==> src/hw/rtl/mpva_pkg.sv <==
// shared types and constants for the mesh prism volume accumulator
`timescale 1ns / 1ps

package mpva_pkg;

  // coordinate and accumulator widths
  localparam int COORD_BITS = 16;
  localparam int ACC_BITS   = 64;
  localparam int VOL_BITS   = 64;

  // derived arithmetic widths
  localparam int DIFF_BITS = COORD_BITS + 1;
  localparam int PROD_BITS = 2 * DIFF_BITS;
  localparam int AREA_BITS = PROD_BITS + 1;
  localparam int ZSUM_BITS = COORD_BITS + 2;
  localparam int TERM_BITS = AREA_BITS + ZSUM_BITS;
  localparam int SUM_BITS  = ((ACC_BITS > TERM_BITS) ? ACC_BITS : TERM_BITS) + 1;

  // queue between front and back, depth a power of two
  localparam int QUEUE_DEPTH = 4;
  localparam int PTR_BITS    = $clog2(QUEUE_DEPTH);
  localparam int CNT_BITS    = $clog2(QUEUE_DEPTH + 1);

  typedef logic signed [COORD_BITS-1:0] coord_t;
  typedef logic signed [DIFF_BITS-1:0]  diff_t;
  typedef logic signed [PROD_BITS-1:0]  prod_t;
  typedef logic signed [AREA_BITS-1:0]  area_t;
  typedef logic signed [ZSUM_BITS-1:0]  zsum_t;
  typedef logic signed [TERM_BITS-1:0]  term_t;
  typedef logic signed [ACC_BITS-1:0]   acc_t;
  typedef logic signed [SUM_BITS-1:0]   sum_t;
  typedef logic signed [VOL_BITS-1:0]   vol_t;
  typedef logic [PTR_BITS-1:0]          ptr_t;
  typedef logic [CNT_BITS-1:0]          cnt_t;

  localparam acc_t ACC_MAX = {1'b0, {(ACC_BITS - 1){1'b1}}};
  localparam acc_t ACC_MIN = {1'b1, {(ACC_BITS - 1){1'b0}}};

  // one classified triangle waiting for accumulation
  typedef struct packed {
    term_t term;
    logic  last;
  } item_t;

endpackage

==> src/hw/rtl/mesh_prism_volume_accumulator.sv <==
// top level of the mesh prism volume accumulator
`timescale 1ns / 1ps

// channel  | direction | handshake            | payload
// triangle | in        | in_valid / in_stall  | ax ay az bx by_coord bz cx cy cz last_triangle
// total    | out       | out_valid / out_stall| volume_times_six mesh_done overflowed
//
// sustains one triangle transaction per cycle while out_stall stays low, bounded
// by the saturating add of the running total in the back end
// from input to result a triangle passes three front stages, the queue and
// the output register
// rst is synchronous and clears every valid bit, the queue and the total
// an output stall fills the four-entry queue before in_stall rises

module mesh_prism_volume_accumulator (
  input  logic             clk,
  input  logic             rst,
  input  logic             in_valid,
  output logic             in_stall,
  input  mpva_pkg::coord_t ax,
  input  mpva_pkg::coord_t ay,
  input  mpva_pkg::coord_t az,
  input  mpva_pkg::coord_t bx,
  input  mpva_pkg::coord_t by_coord,
  input  mpva_pkg::coord_t bz,
  input  mpva_pkg::coord_t cx,
  input  mpva_pkg::coord_t cy,
  input  mpva_pkg::coord_t cz,
  input  logic             last_triangle,
  output logic             out_valid,
  input  logic             out_stall,
  output mpva_pkg::vol_t   volume_times_six,
  output logic             mesh_done,
  output logic             overflowed
);

  // front to queue
  logic            q_push, q_full;
  mpva_pkg::item_t q_push_item;
  // queue to back
  logic            q_pop, q_not_empty;
  mpva_pkg::item_t q_pop_item;

  // front: differences, the two cross products, then area times z sum
  mpva_front u_front (
    .clk           (clk),
    .rst           (rst),
    .in_valid      (in_valid),
    .in_stall      (in_stall),
    .ax            (ax),
    .ay            (ay),
    .az            (az),
    .bx            (bx),
    .by_coord      (by_coord),
    .bz            (bz),
    .cx            (cx),
    .cy            (cy),
    .cz            (cz),
    .last_triangle (last_triangle),
    .q_full        (q_full),
    .q_push        (q_push),
    .q_item        (q_push_item)
  );

  // decouples the multiplier pipeline from output back-pressure
  mpva_queue u_queue (
    .clk       (clk),
    .rst       (rst),
    .push      (q_push),
    .push_item (q_push_item),
    .full      (q_full),
    .pop       (q_pop),
    .not_empty (q_not_empty),
    .pop_item  (q_pop_item)
  );

  // back: saturating accumulate, sticky overflow, clear after the last triangle
  mpva_back u_back (
    .clk              (clk),
    .rst              (rst),
    .q_not_empty      (q_not_empty),
    .q_item           (q_pop_item),
    .q_pop            (q_pop),
    .out_valid        (out_valid),
    .out_stall        (out_stall),
    .volume_times_six (volume_times_six),
    .mesh_done        (mesh_done),
    .overflowed       (overflowed)
  );

endmodule

==> src/hw/rtl/mpva_front.sv <==
// front pipeline: edge differences, cross products and prism term
`timescale 1ns / 1ps

module mpva_front (
  input  logic             clk,
  input  logic             rst,
  input  logic             in_valid,
  output logic             in_stall,
  input  mpva_pkg::coord_t ax,
  input  mpva_pkg::coord_t ay,
  input  mpva_pkg::coord_t az,
  input  mpva_pkg::coord_t bx,
  input  mpva_pkg::coord_t by_coord,
  input  mpva_pkg::coord_t bz,
  input  mpva_pkg::coord_t cx,
  input  mpva_pkg::coord_t cy,
  input  mpva_pkg::coord_t cz,
  input  logic             last_triangle,
  input  logic             q_full,
  output logic             q_push,
  output mpva_pkg::item_t  q_item
);

  logic            advance;
  logic            s1_valid, s2_valid, s3_valid;
  mpva_pkg::diff_t s1_dbx, s1_dcy, s1_dcx, s1_dby;
  mpva_pkg::zsum_t s1_zsum, s2_zsum;
  logic            s1_last, s2_last, s3_last;
  mpva_pkg::prod_t s2_p1, s2_p2;
  mpva_pkg::area_t area;
  mpva_pkg::term_t s3_term;

  // whole pipeline moves together unless the last stage cannot drain
  assign advance  = !s3_valid || !q_full;
  assign in_stall = !advance;
  assign q_push   = s3_valid && !q_full;
  assign q_item   = '{term: s3_term, last: s3_last};

  assign area = mpva_pkg::area_t'(s2_p1) - mpva_pkg::area_t'(s2_p2);

  always_ff @(posedge clk) begin
    if (rst) begin
      s1_valid <= 1'b0;
      s2_valid <= 1'b0;
      s3_valid <= 1'b0;
    end else if (advance) begin
      s1_valid <= in_valid;
      s2_valid <= s1_valid;
      s3_valid <= s2_valid;
    end
  end

  always_ff @(posedge clk) begin
    if (advance) begin
      s1_dbx  <= mpva_pkg::diff_t'(bx) - mpva_pkg::diff_t'(ax);
      s1_dcy  <= mpva_pkg::diff_t'(cy) - mpva_pkg::diff_t'(ay);
      s1_dcx  <= mpva_pkg::diff_t'(cx) - mpva_pkg::diff_t'(ax);
      s1_dby  <= mpva_pkg::diff_t'(by_coord) - mpva_pkg::diff_t'(ay);
      s1_zsum <= mpva_pkg::zsum_t'(az) + mpva_pkg::zsum_t'(bz) + mpva_pkg::zsum_t'(cz);
      s1_last <= last_triangle;

      s2_p1   <= mpva_pkg::prod_t'(s1_dbx) * mpva_pkg::prod_t'(s1_dcy);
      s2_p2   <= mpva_pkg::prod_t'(s1_dcx) * mpva_pkg::prod_t'(s1_dby);
      s2_zsum <= s1_zsum;
      s2_last <= s1_last;

      s3_term <= mpva_pkg::term_t'(area) * mpva_pkg::term_t'(s2_zsum);
      s3_last <= s2_last;
    end
  end

endmodule

==> src/hw/rtl/mpva_queue.sv <==
// short flop queue between the front pipeline and the accumulator
`timescale 1ns / 1ps

module mpva_queue (
  input  logic            clk,
  input  logic            rst,
  input  logic            push,
  input  mpva_pkg::item_t push_item,
  output logic            full,
  input  logic            pop,
  output logic            not_empty,
  output mpva_pkg::item_t pop_item
);

  mpva_pkg::item_t entries [mpva_pkg::QUEUE_DEPTH];
  mpva_pkg::ptr_t  wr_ptr, rd_ptr;
  mpva_pkg::cnt_t  count;

  assign full      = (count == mpva_pkg::cnt_t'(mpva_pkg::QUEUE_DEPTH));
  assign not_empty = (count != '0);
  assign pop_item  = entries[rd_ptr];

  always_ff @(posedge clk) begin
    if (rst) begin
      wr_ptr <= '0;
      rd_ptr <= '0;
      count  <= '0;
    end else begin
      if (push) begin
        wr_ptr <= wr_ptr + mpva_pkg::ptr_t'(1);
      end
      if (pop) begin
        rd_ptr <= rd_ptr + mpva_pkg::ptr_t'(1);
      end
      case ({push, pop})
        2'b10:   count <= count + mpva_pkg::cnt_t'(1);
        2'b01:   count <= count - mpva_pkg::cnt_t'(1);
        default: count <= count;
      endcase
    end
  end

  always_ff @(posedge clk) begin
    if (push) begin
      entries[wr_ptr] <= push_item;
    end
  end

endmodule

==> src/hw/rtl/mpva_back.sv <==
// back end: saturating running total and output register
`timescale 1ns / 1ps

module mpva_back (
  input  logic            clk,
  input  logic            rst,
  input  logic            q_not_empty,
  input  mpva_pkg::item_t q_item,
  output logic            q_pop,
  output logic            out_valid,
  input  logic            out_stall,
  output mpva_pkg::vol_t  volume_times_six,
  output logic            mesh_done,
  output logic            overflowed
);

  mpva_pkg::acc_t total, total_next, sat_total;
  logic           overflow_seen, overflow_next, sat_hit;
  mpva_pkg::sum_t sum;

  assign q_pop = q_not_empty && (!out_valid || !out_stall);

  always_comb begin
    sum = mpva_pkg::sum_t'(total) + mpva_pkg::sum_t'(q_item.term);
    if (sum > mpva_pkg::sum_t'(mpva_pkg::ACC_MAX)) begin
      sat_total = mpva_pkg::ACC_MAX;
      sat_hit   = 1'b1;
    end else if (sum < mpva_pkg::sum_t'(mpva_pkg::ACC_MIN)) begin
      sat_total = mpva_pkg::ACC_MIN;
      sat_hit   = 1'b1;
    end else begin
      sat_total = mpva_pkg::acc_t'(sum);
      sat_hit   = 1'b0;
    end
    overflow_next = overflow_seen || sat_hit;
    // the mesh total restarts once the last triangle is reported
    total_next    = q_item.last ? '0 : sat_total;
  end

  always_ff @(posedge clk) begin
    if (rst) begin
      total         <= '0;
      overflow_seen <= 1'b0;
      out_valid     <= 1'b0;
    end else if (q_pop) begin
      total         <= total_next;
      overflow_seen <= overflow_next && !q_item.last;
      out_valid     <= 1'b1;
    end else if (!out_stall) begin
      out_valid     <= 1'b0;
    end
  end

  always_ff @(posedge clk) begin
    if (q_pop) begin
      volume_times_six <= mpva_pkg::vol_t'(sat_total);
      mesh_done        <= q_item.last;
      overflowed       <= overflow_next;
    end
  end

endmodule

==> config.mk <==
export PLATFORM = sky130hd
export DESIGN_NAME = mesh_prism_volume_accumulator
export DESIGN_NICKNAME = d
export VERILOG_FILES = /design/src/hw/rtl/mpva_pkg.sv /design/src/hw/rtl/mesh_prism_volume_accumulator.sv /design/src/hw/rtl/mpva_front.sv /design/src/hw/rtl/mpva_queue.sv /design/src/hw/rtl/mpva_back.sv
export SDC_FILE = /design/constraint.sdc
export NUM_CORES = 2
export LEC_CHECK = 0
export BUFFER_PORTS_ARGS = -buffer_cell sky130_fd_sc_hd__buf_2
export CAP_MARGIN = 30
export CORE_MARGIN = 5
export CORE_UTILIZATION = 65
export DETAILED_ROUTE_END_ITERATION = 7
export PLACE_DENSITY_LB_ADDON = 0.05
export SYNTH_ARGS = -nofsm -noshare
export SYNTH_HDL_FRONTEND = slang
export SYNTH_SLANG_ARGS = --single-unit
==> constraint.sdc <==
create_clock -name clk -period 10.8 [get_ports clk]
set_input_delay 2.16 -clock clk [delete_from_list [all_inputs] [get_ports clk]]
set_output_delay 2.16 -clock clk [all_outputs]
set_load 0.05 [all_outputs]
==> metrics <==
status=complete, no violations; postcts setup bufs=0; Inserted Clock Buffers=67; most frequent cells in the layout=inv_1 (1379), fa_1 (1217), nand2_1 (892), edfxtp_1 (510), ha_1 (480); Root Buffer=clkbuf_16; Rel. slew slack=32.7%; Sequential Area=16900 sq um; Yosys Warn Count=0; first-pass GRT wire length=277 mm; Top delay family on crit path=adder cells; ANT nets after route=0; Arr. time, crit path=10300 ps; routed len/inst=19.1 um; Setup WS pre-CTS=964 ps; synth unique cells=81; Crit path buffers/inverters=5; Via density=5.63; Slew @ Worst Pin=1010 ps; WL final=166 mm; IO buf count=216; area of the multi-input gates=49100 sq um; largest fanout on the critical path=12; post-cts gate resize count=0; clk_lat worst skew=640 ps; Critical Path End=u_front.s3_term[49]$_DFFE_PN_; commonest non-fill, non-tap cell in the layout=inv_1; CTS tree=built; Die Wd=343 um; DIE AREA=118000 sq um; crit end category=flop; die height=343 um; crit path launch type=flop; sequential fraction of the synthesis area=23.4%; CP startpoint=u_front.s2_p2[1]$_DFFE_PN_; R2R setup slack=890 ps; hold slack=417 ps; CTS H-tree lvls=3; First DRT Iteration DRCs=2978; CP peak stage delay=560 ps; Tot GR Track Use=29.4%; number of global-route vias before repair=53100; Area Growth Syn to Fin=6.39%; reg2reg end=u_front.s3_term[49]$_DFFE_PN_; Post-synth top flop=edfxtp_1; Post-Syn Instances=7077; I/O pins=217; antenna violations before repair=0; reg2reg start=u_front.s2_p2[1]$_DFFE_PN_; CP dominant cell by count=fa_1; Syn Nets=8923; Max Freq=101 MHz; Syn Area/Cell=10.2 sq um; Nets=9004; max-cap viol count=0; DR vias=49000; Final Cycle Share=91.8%; final hold viol count=0; fillers=8519; non-filler cells, final=8700; Crit Path Class=flop to flop; Worst EP required=11180 ps; CTS hold repair buffers=0; gp weighted congestion=0.921; fin. max-slew vios=0; clock transition at the registers of the reported paths=70 ps; setup ws final=885 ps; Setup Viol. Count Final=0; # rows=122; EDFF count, synth=510; Hold Path Class=flop to flop; CTS Sinks=588; post-synthesis register bit count=588; FF-to-FF path depth=34; post-synthesis async set-or-reset flop share=0%; DP Cell Count=8576; core area=111000 sq um; CTS Buffer Depth=3; 1st-pass router iterations=6; RSZ-0062 raised after global routing=no; critical path depth in cells=34; slowest stage cell, crit path=fa_1; setup_tns=0 ps; layout cell share with drive strength beyond 1=6.86%; largest net degree at the start of global routing=88; Starting Density=65.4%; Post-Syn Area=72200 sq um; Min Clock Period, post-route=9910 ps; clock skew=39.0 ps; HPWL Detailed=131 mm; DRC violations left=0; Antenna Cells=0; total grt overflow=0
## worst reg2reg max path, delay by kind of cell, from the launching register on
| kind | cells | cell delay [ps] |
|---|---|---|
| xor+xnor | 2 | 480 |
| flops | 1 | 410 |
| buf+inv | 5 | 570 |
| simple gates | 9 | 1950 |
| fa+ha+maj | 8 | 3570 |
| compound gates | 10 | 2710 |
## Yosys cell counts, types with 11 or more instances
library cell | number | area (sq um)
nand3_1 | 55 | 275
a21o_1 | 100 | 751
xor2_1 | 55 | 482
a31oi_1 | 76 | 475
a21oi_1 | 201 | 1010
o21bai_1 | 35 | 263
xnor2_1 | 202 | 1770
o21a_1 | 37 | 278
nand2_1 | 892 | 3350
clkbuf_1 | 243 | 912
o211ai_1 | 12 | 90.1
ha_1 | 480 | 6010
edfxtp_1 | 510 | 15300
mux2i_1 | 11 | 110
nand4_1 | 21 | 131
o22ai_1 | 12 | 75.1
nor2_1 | 257 | 965
mux4_2 | 54 | 1220
fa_1 | 1217 | 24400
nand2b_1 | 85 | 532
inv_1 | 1381 | 5180
maj3_1 | 58 | 581
a211oi_1 | 19 | 143
a21boi_0 | 18 | 135
or2_2 | 15 | 93.8
or3_1 | 14 | 87.6
buf_1 | 13 | 48.8
o21ai_0 | 129 | 646
dfxtp_1 | 78 | 1560
nor2b_1 | 59 | 369
buf_2 | 15 | 75.1
o2111ai_1 | 12 | 105
and2_1 | 473 | 2960
and3_1 | 31 | 194
nor3_1 | 47 | 235
## layer usage
layer / up-vias / GRT usage (%) / routed length [um]
met2: 1634 / 50.7 / 82100
met3: 304 / 4.58 / 11000
met4: 0 / 9.48 / 5750
met1: 24600 / 38.7 / 67500
met5: - / 0 / 0
li1: 22500 / - / -
## registers in the layout (all words and copies together), names as in the netlist, 2 cells and up, named ones only
signal,flops
u_queue.wr_ptr,2
u_front.s1_dcx,17
u_front.s1_dbx,17
u_back.total,64
u_front.s2_zsum,18
u_front.s1_dcy,17
u_back.volume_times_six,64
u_front.s2_p1,34
u_queue.entries,216
u_front.s2_p2,34
u_front.s1_zsum,18
u_queue.count,3
u_front.s1_dby,17
u_queue.rd_ptr,2
u_front.s3_term,53
## metrics by stage
stage          util, %  instance area (sq um)
3_5_place_dp      67.6                  74700
3_3_place_gp      67.5                  74600
6_report          69.5                  76900
5_1_grt           69.5                  76900
4_1_cts           69.5                  76800
2_1_floorplan        -                  72200
## layout make-up
class | instances | share of cell area (%)
Clock buffer | 80 | 2.27
Clock inverter | 43 | 0.508
Inverter | 1381 | 6.76
Multi-Input combinational cell | 4832 | 63.9
Sequential cell | 588 | 22.0
Tap cell | 1488 | 2.42
Timing Repair Buffer | 288 | 2.17
## cells by family (layout without fill, tap and decap cells)
group                      after synthesis  in the layout  share of synthesized area (%)
and+or+nand+nor                       1974           1974                           13.0
xor gates and xnor gates               257            257                           3.12
adders and majority gates             1755           1755                           42.8
DFF                                    588            588                           23.4
muxes                                   75             75                           1.99
buffers and inverters                 1657           1792                           8.68
AOI/OAI and AO/OA                      771            771                           7.02
## worst min-delay path by stage
stage	startpoint	endpoint	slack (ps)	depth (start not counted)
final	u_front.s1_zsum[12]$_DFFE_PN_	u_front.s2_zsum[12]$_DFFE_PN_	420	0
after global routing	u_front.s1_zsum[13]$_DFFE_PN_	u_front.s2_zsum[13]$_DFFE_PN_	420	0
after CTS	u_front.s1_zsum[10]$_DFFE_PN_	u_front.s2_zsum[10]$_DFFE_PN_	420	0
after detailed placement	u_front.s1_zsum[12]$_DFFE_PN_	u_front.s2_zsum[12]$_DFFE_PN_	400	0
after global placement	u_front.s1_zsum[4]$_DFFE_PN_	u_front.s2_zsum[4]$_DFFE_PN_	400	0
after floorplan	u_front.s1_last$_DFFE_PN_	u_front.s2_last$_DFFE_PN_	400	0
Power is not shown: default switching activity piles up to over one toggle a cycle in this logic, so the estimate is an artifact.
